`src/hdl/bxrs_pkg.sv`:
```
// Shared types, key tables and constants of the block XOR-reverse scrambler.
package bxrs_pkg;

    localparam int unsigned KEY_LEN = 29;
    localparam int unsigned KEY_W = 5;
    localparam logic [KEY_W-1:0] KEY_LAST = KEY_W'(KEY_LEN - 1);
    localparam logic [7:0] INVERT_MASK = 8'hff;

    localparam logic [7:0] ENC_KEY [KEY_LEN] = '{
        8'h50, 8'h6f, 8'h73, 8'h68, 8'h65, 8'h6c, 8'h2d, 8'h6b, 8'h61, 8'h20,
        8'h74, 8'h69, 8'h20, 8'h6e, 8'h61, 8'h20, 8'h68, 8'h75, 8'h69, 8'h20,
        8'h64, 8'h72, 8'h75, 8'h67, 8'h20, 8'h61, 8'h76, 8'h65, 8'h72
    };

    localparam logic [7:0] DEC_KEY [KEY_LEN] = '{
        8'h72, 8'h65, 8'h76, 8'h61, 8'h20, 8'h67, 8'h75, 8'h72, 8'h64, 8'h20,
        8'h69, 8'h75, 8'h68, 8'h20, 8'h61, 8'h6e, 8'h20, 8'h69, 8'h74, 8'h20,
        8'h61, 8'h6b, 8'h2d, 8'h6c, 8'h65, 8'h68, 8'h73, 8'h6f, 8'h50
    };

    typedef struct packed {
        logic shift_up;
        logic shift_down;
    } cell_ctrl_t;

    function automatic logic [7:0] key_byte(input logic dec, input logic [KEY_W-1:0] idx);
        logic [7:0] k;
        k = dec ? DEC_KEY[idx] : ENC_KEY[idx];
        return k;
    endfunction

endpackage

```
`src/hdl/bxrs_ifs.sv`:
```
// Request channel interfaces for message bytes in and result bytes out.
interface bxrs_in_if;
    logic       valid;
    logic       ready;
    logic [7:0] data_byte;
    logic       last_byte;

    modport source (output valid, output data_byte, output last_byte, input ready);
    modport sink (input valid, input data_byte, input last_byte, output ready);
endinterface

interface bxrs_out_if;
    logic       valid;
    logic       ready;
    logic [7:0] out_byte;
    logic       out_last;

    modport source (output valid, output out_byte, output out_last, input ready);
    modport sink (input valid, input out_byte, input out_last, output ready);
endinterface

```
`src/hdl/bxrs_cell.sv`:
```
// One byte cell of the bidirectional shift chain that buffers a block.
module bxrs_cell (
    input  logic                 clk,
    input  bxrs_pkg::cell_ctrl_t ctrl,
    input  logic [7:0]           below,
    input  logic [7:0]           above,
    output logic [7:0]           q
);
    import bxrs_pkg::*;

    logic [7:0] byte_reg;
    logic [7:0] byte_next;

    always_comb
    begin
        byte_next = byte_reg;
        if (ctrl.shift_up)
        begin
            byte_next = below;
        end
        else if (ctrl.shift_down)
        begin
            byte_next = above;
        end
    end

    always_ff @(posedge clk)
    begin
        byte_reg <= byte_next;
    end

    assign q = byte_reg;

endmodule

```
`src/hdl/block_xor_reverse_scrambler.sv`:
```
// A byte that completes no block is taken in ST_IDLE; one byte per cycle while filling.
// A full non-final block: ST_REV registers its result bytes in reverse order, one byte per cycle
// while the output accepts, BLOCK_BYTES bytes in all. A final block of n bytes: BLOCK_BYTES - n
// alignment shifts of the cell chain, then n result bytes. Input waits while a block drains.
// Reset clears control, fill count, odd flag, mode and output valid; cell bytes are not reset.
module block_xor_reverse_scrambler #(
    parameter int unsigned BLOCK_BYTES = 29
) (
    input  logic       clk,
    input  logic       rst_n,
    bxrs_in_if.sink    in_chan,
    bxrs_out_if.source out_chan,
    input  logic       cfg_we,
    input  logic       cfg_wdata
);
    import bxrs_pkg::*;

    localparam int unsigned CW = $clog2(BLOCK_BYTES + 1);
    localparam logic [CW-1:0] BLK = CW'(BLOCK_BYTES);
    localparam logic [CW-1:0] ONE = CW'(1);
    localparam logic [KEY_W-1:0] KPOS_INIT = KEY_W'((BLOCK_BYTES - 1) % KEY_LEN);

    localparam logic [1:0] ST_IDLE  = 2'd0;
    localparam logic [1:0] ST_REV   = 2'd1;
    localparam logic [1:0] ST_ALIGN = 2'd2;
    localparam logic [1:0] ST_FWD   = 2'd3;

    logic [1:0]       state_reg, state_next;
    logic [CW-1:0]    fill_reg, fill_next;
    logic [CW-1:0]    cnt_reg, cnt_next;
    logic [CW-1:0]    skip_reg, skip_next;
    logic [KEY_W-1:0] kpos_reg, kpos_next;
    logic             odd_reg, odd_next;
    logic             inv_reg, inv_next;
    logic             mode_reg;
    logic             out_valid_reg, out_valid_next;
    logic [7:0]       out_byte_reg, out_byte_next;
    logic             out_last_reg, out_last_next;

    cell_ctrl_t    cell_ctrl;
    logic [7:0]    cell_q [BLOCK_BYTES];
    logic          in_acc;
    logic          load_ok;
    logic          load;
    logic [7:0]    load_byte;
    logic          load_last;
    logic [CW-1:0] fill_inc;

    // Cell 0 faces the input; the top cell faces the forward drain.
    for (genvar i = 0; i < BLOCK_BYTES; i++)
    begin : g_chain
        logic [7:0] below;
        logic [7:0] above;
        if (i == 0)
        begin : g_bottom
            assign below = in_chan.data_byte;
        end
        else
        begin : g_below
            assign below = cell_q[i-1];
        end
        if (i == BLOCK_BYTES - 1)
        begin : g_top
            assign above = 8'h00;
        end
        else
        begin : g_above
            assign above = cell_q[i+1];
        end
        bxrs_cell u_cell (
            .clk   (clk),
            .ctrl  (cell_ctrl),
            .below (below),
            .above (above),
            .q     (cell_q[i])
        );
    end

    assign in_acc   = in_chan.valid && in_chan.ready;
    assign load_ok  = !out_valid_reg || out_chan.ready;
    assign fill_inc = fill_reg + ONE;

    always_comb
    begin
        state_next = state_reg;
        fill_next  = fill_reg;
        cnt_next   = cnt_reg;
        skip_next  = skip_reg;
        kpos_next  = kpos_reg;
        odd_next   = odd_reg;
        inv_next   = inv_reg;
        cell_ctrl  = '0;
        load       = 1'b0;
        load_byte  = 8'h00;
        load_last  = 1'b0;
        unique case (state_reg)
            ST_IDLE:
            begin
                if (in_acc)
                begin
                    cell_ctrl.shift_up = 1'b1;
                    if (fill_inc == BLK && !in_chan.last_byte)
                    begin
                        state_next = ST_REV;
                        cnt_next   = BLK;
                        kpos_next  = KPOS_INIT;
                        inv_next   = odd_reg;
                        odd_next   = !odd_reg;
                        fill_next  = '0;
                    end
                    else if (in_chan.last_byte)
                    begin
                        // A partial final block is aligned to the top cell first.
                        state_next = (fill_inc == BLK) ? ST_FWD : ST_ALIGN;
                        cnt_next   = fill_inc;
                        skip_next  = BLK - fill_inc;
                        inv_next   = (fill_inc != BLK);
                        odd_next   = 1'b0;
                        fill_next  = '0;
                    end
                    else
                    begin
                        fill_next = fill_inc;
                    end
                end
            end
            ST_REV:
            begin
                if (load_ok)
                begin
                    load      = 1'b1;
                    load_byte = cell_q[0] ^ key_byte(mode_reg, kpos_reg)
                                ^ (inv_reg ? INVERT_MASK : 8'h00);
                    cell_ctrl.shift_down = 1'b1;
                    cnt_next  = cnt_reg - ONE;
                    kpos_next = (kpos_reg == '0) ? KEY_LAST : kpos_reg - 1'b1;
                    if (cnt_reg == ONE)
                    begin
                        state_next = ST_IDLE;
                    end
                end
            end
            ST_ALIGN:
            begin
                cell_ctrl.shift_up = 1'b1;
                skip_next = skip_reg - ONE;
                if (skip_reg == ONE)
                begin
                    state_next = ST_FWD;
                end
            end
            ST_FWD:
            begin
                if (load_ok)
                begin
                    load      = 1'b1;
                    load_byte = cell_q[BLOCK_BYTES-1] ^ (inv_reg ? INVERT_MASK : 8'h00);
                    load_last = (cnt_reg == ONE);
                    cell_ctrl.shift_up = 1'b1;
                    cnt_next  = cnt_reg - ONE;
                    if (cnt_reg == ONE)
                    begin
                        state_next = ST_IDLE;
                    end
                end
            end
            default:
            begin
                state_next = ST_IDLE;
            end
        endcase
    end

    always_comb
    begin
        out_valid_next = out_valid_reg;
        out_byte_next  = out_byte_reg;
        out_last_next  = out_last_reg;
        if (load)
        begin
            out_valid_next = 1'b1;
            out_byte_next  = load_byte;
            out_last_next  = load_last;
        end
        else if (out_chan.ready)
        begin
            out_valid_next = 1'b0;
        end
    end

    always_ff @(posedge clk or negedge rst_n)
    begin
        if (!rst_n)
        begin
            state_reg     <= ST_IDLE;
            fill_reg      <= '0;
            cnt_reg       <= '0;
            skip_reg      <= '0;
            kpos_reg      <= '0;
            odd_reg       <= 1'b0;
            inv_reg       <= 1'b0;
            mode_reg      <= 1'b0;
            out_valid_reg <= 1'b0;
        end
        else
        begin
            state_reg     <= state_next;
            fill_reg      <= fill_next;
            cnt_reg       <= cnt_next;
            skip_reg      <= skip_next;
            kpos_reg      <= kpos_next;
            odd_reg       <= odd_next;
            inv_reg       <= inv_next;
            out_valid_reg <= out_valid_next;
            if (cfg_we)
            begin
                mode_reg <= cfg_wdata;
            end
        end
    end

    always_ff @(posedge clk)
    begin
        out_byte_reg <= out_byte_next;
        out_last_reg <= out_last_next;
    end

    assign in_chan.ready     = (state_reg == ST_IDLE);
    assign out_chan.valid    = out_valid_reg;
    assign out_chan.out_byte = out_byte_reg;
    assign out_chan.out_last = out_last_reg;

`ifndef NO_ASSERTIONS
    a_last_clears_fill: assert property (@(posedge clk) disable iff (!rst_n)
        (in_chan.valid && in_chan.ready && in_chan.last_byte) |=> (fill_reg == '0 && !odd_reg))
        else $error("fill count or odd flag kept after final byte");

    a_drain_has_count: assert property (@(posedge clk) disable iff (!rst_n)
        (state_reg == ST_REV || state_reg == ST_FWD) |-> (cnt_reg != '0))
        else $error("drain state with no bytes left");

    a_fill_in_range: assert property (@(posedge clk) disable iff (!rst_n)
        fill_reg < BLK)
        else $error("fill count reached block size");

    a_last_ends_drain: assert property (@(posedge clk) disable iff (!rst_n)
        (load && load_last) |=> (state_reg == ST_IDLE))
        else $error("final result loaded but drain not finished");
`endif

endmodule
```
`src/flat_wrapper.sv`:
```
// flat-port wrapper written by rule: the top's interface ports become plain ports
module block_xor_reverse_scrambler_flat import bxrs_pkg::*;
#(
    parameter int unsigned BLOCK_BYTES = 29
)
  (clk, rst_n, cfg_we, cfg_wdata, in_chan_valid, in_chan_data_byte, in_chan_last_byte, in_chan_ready, out_chan_valid, out_chan_out_byte, out_chan_out_last, out_chan_ready);
  bxrs_in_if in_chan_i ();
  bxrs_out_if out_chan_i ();
  input  logic clk;
  input  logic rst_n;
  input  logic cfg_we;
  input  logic cfg_wdata;
  input wire logic [$bits(in_chan_i.valid)-1:0] in_chan_valid;
  input wire logic [$bits(in_chan_i.data_byte)-1:0] in_chan_data_byte;
  input wire logic [$bits(in_chan_i.last_byte)-1:0] in_chan_last_byte;
  output wire logic [$bits(in_chan_i.ready)-1:0] in_chan_ready;
  output wire logic [$bits(out_chan_i.valid)-1:0] out_chan_valid;
  output wire logic [$bits(out_chan_i.out_byte)-1:0] out_chan_out_byte;
  output wire logic [$bits(out_chan_i.out_last)-1:0] out_chan_out_last;
  input wire logic [$bits(out_chan_i.ready)-1:0] out_chan_ready;
  assign in_chan_i.valid = in_chan_valid;
  assign in_chan_i.data_byte = in_chan_data_byte;
  assign in_chan_i.last_byte = in_chan_last_byte;
  assign in_chan_ready = in_chan_i.ready;
  assign out_chan_valid = out_chan_i.valid;
  assign out_chan_out_byte = out_chan_i.out_byte;
  assign out_chan_out_last = out_chan_i.out_last;
  assign out_chan_i.ready = out_chan_ready;
  block_xor_reverse_scrambler #(.BLOCK_BYTES(BLOCK_BYTES)) u_core (.clk(clk), .rst_n(rst_n), .in_chan(in_chan_i), .out_chan(out_chan_i), .cfg_we(cfg_we), .cfg_wdata(cfg_wdata));
endmodule
```
`config.mk`:
```
export PLATFORM = sky130hd
export DESIGN_NAME = block_xor_reverse_scrambler_flat
export DESIGN_NICKNAME = d
export VERILOG_FILES = /design/src/hdl/bxrs_pkg.sv /design/src/hdl/bxrs_ifs.sv /design/src/hdl/bxrs_cell.sv /design/src/hdl/block_xor_reverse_scrambler.sv /design/src/flat_wrapper.sv
export SDC_FILE = /design/constraint.sdc
export NUM_CORES = 1
export LEC_CHECK = 0
export BUFFER_PORTS_ARGS = -buffer_cell sky130_fd_sc_hd__buf_2
export CAP_MARGIN = 10
export CORE_MARGIN = 3
export CORE_UTILIZATION = 60
export DETAILED_ROUTE_END_ITERATION = 8
export PLACE_DENSITY_LB_ADDON = 0.08
export SLEW_MARGIN = 30
export SYNTH_ARGS = -nofsm -noshare
export SYNTH_HDL_FRONTEND = slang
export SYNTH_SLANG_ARGS = --single-unit
export TNS_END_PERCENT = 5
```
`constraint.sdc`:
```
create_clock -name clk -period 17.23 [get_ports clk]
set_input_delay 1.723 -clock clk [delete_from_list [all_inputs] [get_ports clk]]
set_output_delay 1.723 -clock clk [all_outputs]
set_load 0.02 [all_outputs]
```
=== Word level (Yosys, flattened, before mapping) ===
Memory sizes are Yosys's and may differ from the RTL's.
Cells that the tools add are included.

* Bits in read-only memories: 512
* Bits in registers: 267
* Input bits: 15
* Memories: 2
* Word-level logic and storage cells: 192

* Bitwise logic cells: 4
* Add/subtract/negate cells: 5
* Reductions and logical operators: 22
* Multiplexer cells: 102
* Equality and inequality tests: 16
* Order comparisons: 1

{| class="wikitable"
|+ Memory list
! memory !! words !! bits a word !! rd ports !! clocked after memory_dff !! wr ports !! line !! text
|-
| (no name shown) || 32 || 8 || 1 || 0 || 0 || bxrs_pkg.sv:28 || <nowiki>k = dec ? DEC_KEY[idx] : ENC_KEY[idx];</nowiki>
|-
| (no name shown) || 32 || 8 || 1 || 0 || 0 || bxrs_pkg.sv:28 ||
|}

{| class="wikitable"
|+ Operator list
! kind !! count
|-
| 2-to-1 mux 8 bit || 66
|-
| 2-to-1 mux 5 bit || 13
|-
| one-hot mux 5 bit (2 select lines) || 3
|-
| bitwise XOR 8 bit || 3
|-
| one-hot mux 8 bit (2 select lines) || 1
|-
| subtractor 5 x 1 -> 5 bit (second input constant) || 3
|-
| 2-to-1 mux 2 bit || 6
|-
| AND reduction 4 bit || 3
|-
| nonzero test 2 bit || 6
|-
| 2-to-1 mux 1 bit || 11
|-
| == test 5 x 1 -> 1 bit (second input constant) || 2
|-
| != test 2 x 1 -> 1 bit (second input constant) || 4
|-
| != test 2 bit (second input constant) || 4
|-
| greater-or-equal comparator 6 bit (second input constant) || 1
|-
| NOT 5 -> 6 bit || 1
|-
| one-hot mux 2 bit (3 select lines) || 1
|-
| adder 5 x 1 -> 5 bit (second input constant) || 1
|-
| == test 5 bit (second input constant) || 1
|-
| zero test 5 bit || 1
|-
| != test 5 bit (second input constant) || 1
|-
| AND reduction 5 bit || 1
|-
| subtractor 5 bit (first input constant) || 1
|-
| == test 2 bit (second input constant) || 2
|-
| AND reduction 2 bit || 2
|-
| 9 further kinds || 12
|}

=== Depth between registers and ports, before layout ===
* Word-level depth: 9
* Mapped depth: 11
* Gate-level depth less buffers: 10

=== Modules after synthesis ===
A second synthesis with hierarchy kept.

* Cell total of the unflattened synthesis: 886
* Area total of the unflattened synthesis: 13975.9 µm²

{| class="wikitable"
|+ By module, submodules not included
! module !! seq. area each (µm²) !! instances !! cells an instance !! area each (µm²)
|-
| bxrs_cell || 240.2 || 29 || 18 || 377.9
|-
| block_xor_reverse_scrambler || 920.9 || 1 || 364 || 3017.9
|}

=== Worst setup path after synthesis ===
Ideal clock, no wire load.

* Kind: input-to-reg
* From: input out_chan_ready
* To: register u_core.g_chain[0].u_cell.byte_reg[0], enable pin
* Required time: 16.594 ns
* Data arrival time: 7.430 ns
* Stages on the path: 2
* Slack: 9.164 ns
* Path through: nand3b_1 > o31a_1

* Longest elaborated chain between the ends: 4
* Elaborated cells on any way between the ends: 5

{| class="wikitable"
|+ Ends and longest elaborated chain
! item !! line !! text
|-
| from (decl) || flat_wrapper.sv:20 || <nowiki>input wire logic [$bits(out_chan_i.ready)-1:0] out_chan_ready;</nowiki>
|-
| logical OR 1 bit * || block_xor_reverse_scrambler.sv:80 || <nowiki>assign load_ok = !out_valid_reg || out_chan.ready;</nowiki>
|-
| 2-to-1 mux 1 bit * || block_xor_reverse_scrambler.sv:129, block_xor_reverse_scrambler.sv:154 ||
|-
| one-hot mux 1 bit (3 select lines) or 2-to-1 mux 1 bit (tied branches) || block_xor_reverse_scrambler.sv:96 || <nowiki>unique case (state_reg)</nowiki>
|-
| nonzero test 2 bit (no source line) * || -- ||
|-
| to (signal assigned) || bxrs_cell.sv:29 || <nowiki>byte_reg <= byte_next;</nowiki>
|-
| to (decl) || bxrs_cell.sv:11 || <nowiki>logic [7:0] byte_reg;</nowiki>
|}

Every way passes the cells marked *; elsewhere a longest branch is shown, timed or not.
A chain may end at the register's enable or synchronous reset.

=== Worst setup path in the final report ===
* From: input in_chan_valid
* To: register u_core.g_chain[15].u_cell.byte_reg[4], data pin

* Longest elaborated chain between the ends: 4

{| class="wikitable"
|+ Ends and longest elaborated chain
! item !! line !! text
|-
| from (decl) || flat_wrapper.sv:13 || <nowiki>input wire logic [$bits(in_chan_i.valid)-1:0] in_chan_valid;</nowiki>
|-
| logical AND 1 bit || block_xor_reverse_scrambler.sv:79 || <nowiki>assign in_acc = in_chan.valid && in_chan.ready;</nowiki>
|-
| 2-to-1 mux 1 bit || block_xor_reverse_scrambler.sv:99 || <nowiki>if (in_acc)</nowiki>
|-
| one-hot mux 1 bit (3 select lines) || block_xor_reverse_scrambler.sv:96 ||
|-
| 2-to-1 mux 8 bit || bxrs_cell.sv:17 || <nowiki>if (ctrl.shift_up)</nowiki>
|-
| net u_core.g_chain[15].u_cell.byte_next[4] || bxrs_cell.sv:12 || <nowiki>logic [7:0] byte_next;</nowiki>
|-
| to (signal assigned) || bxrs_cell.sv:29 ||
|-
| to (decl) || bxrs_cell.sv:11 ||
|}

The timed path passes the listed nets, and every way through them passes these cells.

==> metrics <==
synth unique cells=65; Max Cap Violations=0; Power Density=205 nW/um2; clk root buf=clkbuf_16; Setup crit start kind=input port; DRT Pass-1 Iters=5; yosys warns=0; Min-Delay Path Class=flip-flop to flip-flop; Fmax achieved=around 0.26 GHz; Setup crit end kind=flip-flop; Hold Crit Depth=2; clk slew on worst S/H paths=roughly 0.060 ns; CP Class=input port to flip-flop; final setup TNS=0 ns; DRT Wirelength=about 21 mm; PortBufs=25; Seq cells post-synth=around 270; final setup margin=~13 ns; CTS tree=done; Final Cycle Share=0.221; setup slack, reg-to-reg=between 10 and 15 ns; CORE AREA=between 20000 and 25000 um2; Cell Rows=52; first-pass GRT wire length=34.8 mm; DRT antenna net count=0; TritonCTS Buffers=27; maximum VDD drop=between 0.0001 and 0.00015 V; DR vias/cell=approximately 6.0; routed wire length per instance=between 15 and 20 um; WHS Endpoint=u_core.out_chan.valid$_DFFE_PN0P_; Hold Fails Final Rpt=0; initial antenna violation count=0; die area=approximately 23000 um2; clock latency on the worst-skew pair=between 0.5 and 0.6 ns; Mapped Avg Cell Area=roughly 15 um2; most common cell after layout, fill and taps aside=edfxtp_1; # diodes=0; num ports=26; number of synthesized flops with an enable pin=~240; Max-slew headroom=0.518; power consumption=about 2.9 mW; most frequent cells in the layout=edfxtp_1 (241), mux2_2 (226), nand2_1 (31); DRC=0; Clock Skew=~0.012 ns; Area Overhead vs Synth=10.6%; H-Tree Depth=1; Final Critical Period=roughly 3.8 ns; Setup crit start=in_chan_valid; maximum buffer depth of the clock tree=3; Final setup viols=0; Hold Buf Count CTS=0; starting density of the core=0.617; die width=about 150 um; number of global-route vias before repair=~6700; via count=6906; largest net degree at the start of global routing=about 220; Slew Viols, Final=0; max FFs per register=232; grt ovf=0; FFs w/ async S/R, synth=0.0974; postcts setup bufs=0; fillcell total=~1500; HPWL after DPL=13.3 mm; Final #Nets=roughly 900; FF-to-FF Start=u_core.state_reg[0]$_DFFE_PN0P_; sequential share of the synthesized area=0.624; post-layout util=0.682; layout cells sized above 1=0.355; Placer Congestion=~0.83; leakage power=~5 nW; Post-CTS Resized=0; reg2reg end=u_core.g_chain[15].u_cell.q[4]$_DFFE_PP_; Die H=between 150 and 200 um; DP Worst Slack=approximately 13 ns; WP data arrival=about 4.1 ns; RSZ-0062 raised after global routing=no; R2R depth=5; Synth Cell Area=around 13000 um2; Max FO, Critical Path=approximately 140; Req. time, crit path=17.51 ns; Top FF cell, synth=edfxtp_1; status=finished, final reports clean; hold_sp=u_core.out_chan.valid$_DFFE_PN0P_; Mapped Cells=between 800 and 900; Syn Nets=between 800 and 900; GRT Overall Usage=0.186; Initial DRC Count=387; Worst Max-Slew Pin Slew=0.722 ns; CTS sink cnt=~270
-- synth_stat cells (all sizes together), types with 2 or more instances --
library cell  count  area, um2
mux2            227       2560
a21o              3       22.5
dfrtp            26        651
edfxtp          241       7240
clkbuf           18       67.6
or3b              2       17.5
nand3b            4       30.0
or2               5       31.3
nand2b            9       56.3
nor3             14       70.1
a22o              2       17.5
buf              29        163
nor2b            17        106
nand2            31        116
a21oi            28        144
nor4              2       12.5
a311oi            2       17.5
xor2              5       43.8
a31oi             4       25.0
mux2i            11        110
nor2             29        109
o211ai            5       37.5
o21ai            21        105
nand4             2       12.5
or3               3       18.8
o31ai             7       52.6
o211a             2       20.0
and2              4       25.0
ha               15        188
and3              8       50.1
a221o             3       30.0
nand3            18       90.1
o221ai            2       17.5
a211o             6       52.6
o2111ai           2       17.5
a211oi            6       45.0
xnor2             3       26.3
or2b              2       15.0
inv              19       71.3
-- power by group --
group | switching [mW] | leakage, nW | total (mW) | internal (mW)
Sequential | 0.205 | 2.83 | 1.40 | 1.20
Clock | 0.243 | 0.481 | 0.636 | 0.393
Combinational | 0.390 | 1.81 | 0.834 | 0.444
Total | 0.837 | 5.12 | 2.87 | 2.04
-- through the flow --
| step | cell area (um2) | std cells | hold slack (ns) |
|---|---|---|---|
| 2_1_floorplan | 12600 | 854 | 0.492 |
| 3_3_place_gp | 12900 | 1105 | 0.508 |
| 3_5_place_dp | 12900 | 1105 | 0.526 |
| 4_1_cts | 13900 | 1155 | 0.544 |
| 5_1_grt | 14000 | 1157 | 0.581 |
| 6_report | 14000 | 1157 | 0.543 |
-- cells by family after synthesis --
family,count (synthesis),synth area share
flip-flops,267,0.624
adder cells (fa/ha/maj),15,0.0148
XOR/XNOR,8,0.00554
AO/OA/AOI/OAI,104,0.0557
multiplexers,239,0.213
AND/OR/NAND/NOR,155,0.0637
buffers and inverters,66,0.0238
-- worst max-delay path by stage --
stage                                                     endpoint  slack (ns)
final                     u_core.g_chain[15].u_cell.q[4]$_DFFE_PP_       13.43
after global routing      u_core.g_chain[16].u_cell.q[1]$_DFFE_PP_       13.28
after CTS                 u_core.g_chain[19].u_cell.q[1]$_DFFE_PP_       13.53
after detailed placement  u_core.g_chain[12].u_cell.q[1]$_DFFE_PP_       12.96
after global placement    u_core.g_chain[16].u_cell.q[0]$_DFFE_PP_       13.08
after floorplan            u_core.g_chain[0].u_cell.q[0]$_DFFE_PP_        9.16
-- layout make-up --
type / instances / area [um2] / share of cell area
Inverter: 19 / 71.3 / 0.00510
Tap cell: 270 / 338 / 0.0242
Timing Repair Buffer: 30 / 228 / 0.0163
Multi-Input combinational cell: 521 / 4470 / 0.320
Clock buffer: 33 / 728 / 0.0521
Sequential cell: 267 / 7890 / 0.564
Clock inverter: 17 / 260 / 0.0186
-- per-layer routing --
metal | global-route usage | vias up | part of all wire
li1 | - | 3304 | -
met1 | 0.273 | 3433 | 0.46
met2 | 0.294 | 128 | 0.47
met3 | 0.0263 | 41 | 0.036
met4 | 0.0553 | 0 | 0.025
met5 | 0 | - | 0
-- worst max-delay path, stage by stage --
cell and delay, ns:
buf_2 0.14, nor2b_1 0.18, o21ai_4 0.60, buf_12 0.40, buf_16 0.49, mux2_2 0.41
(Power assumes the default switching activity.)
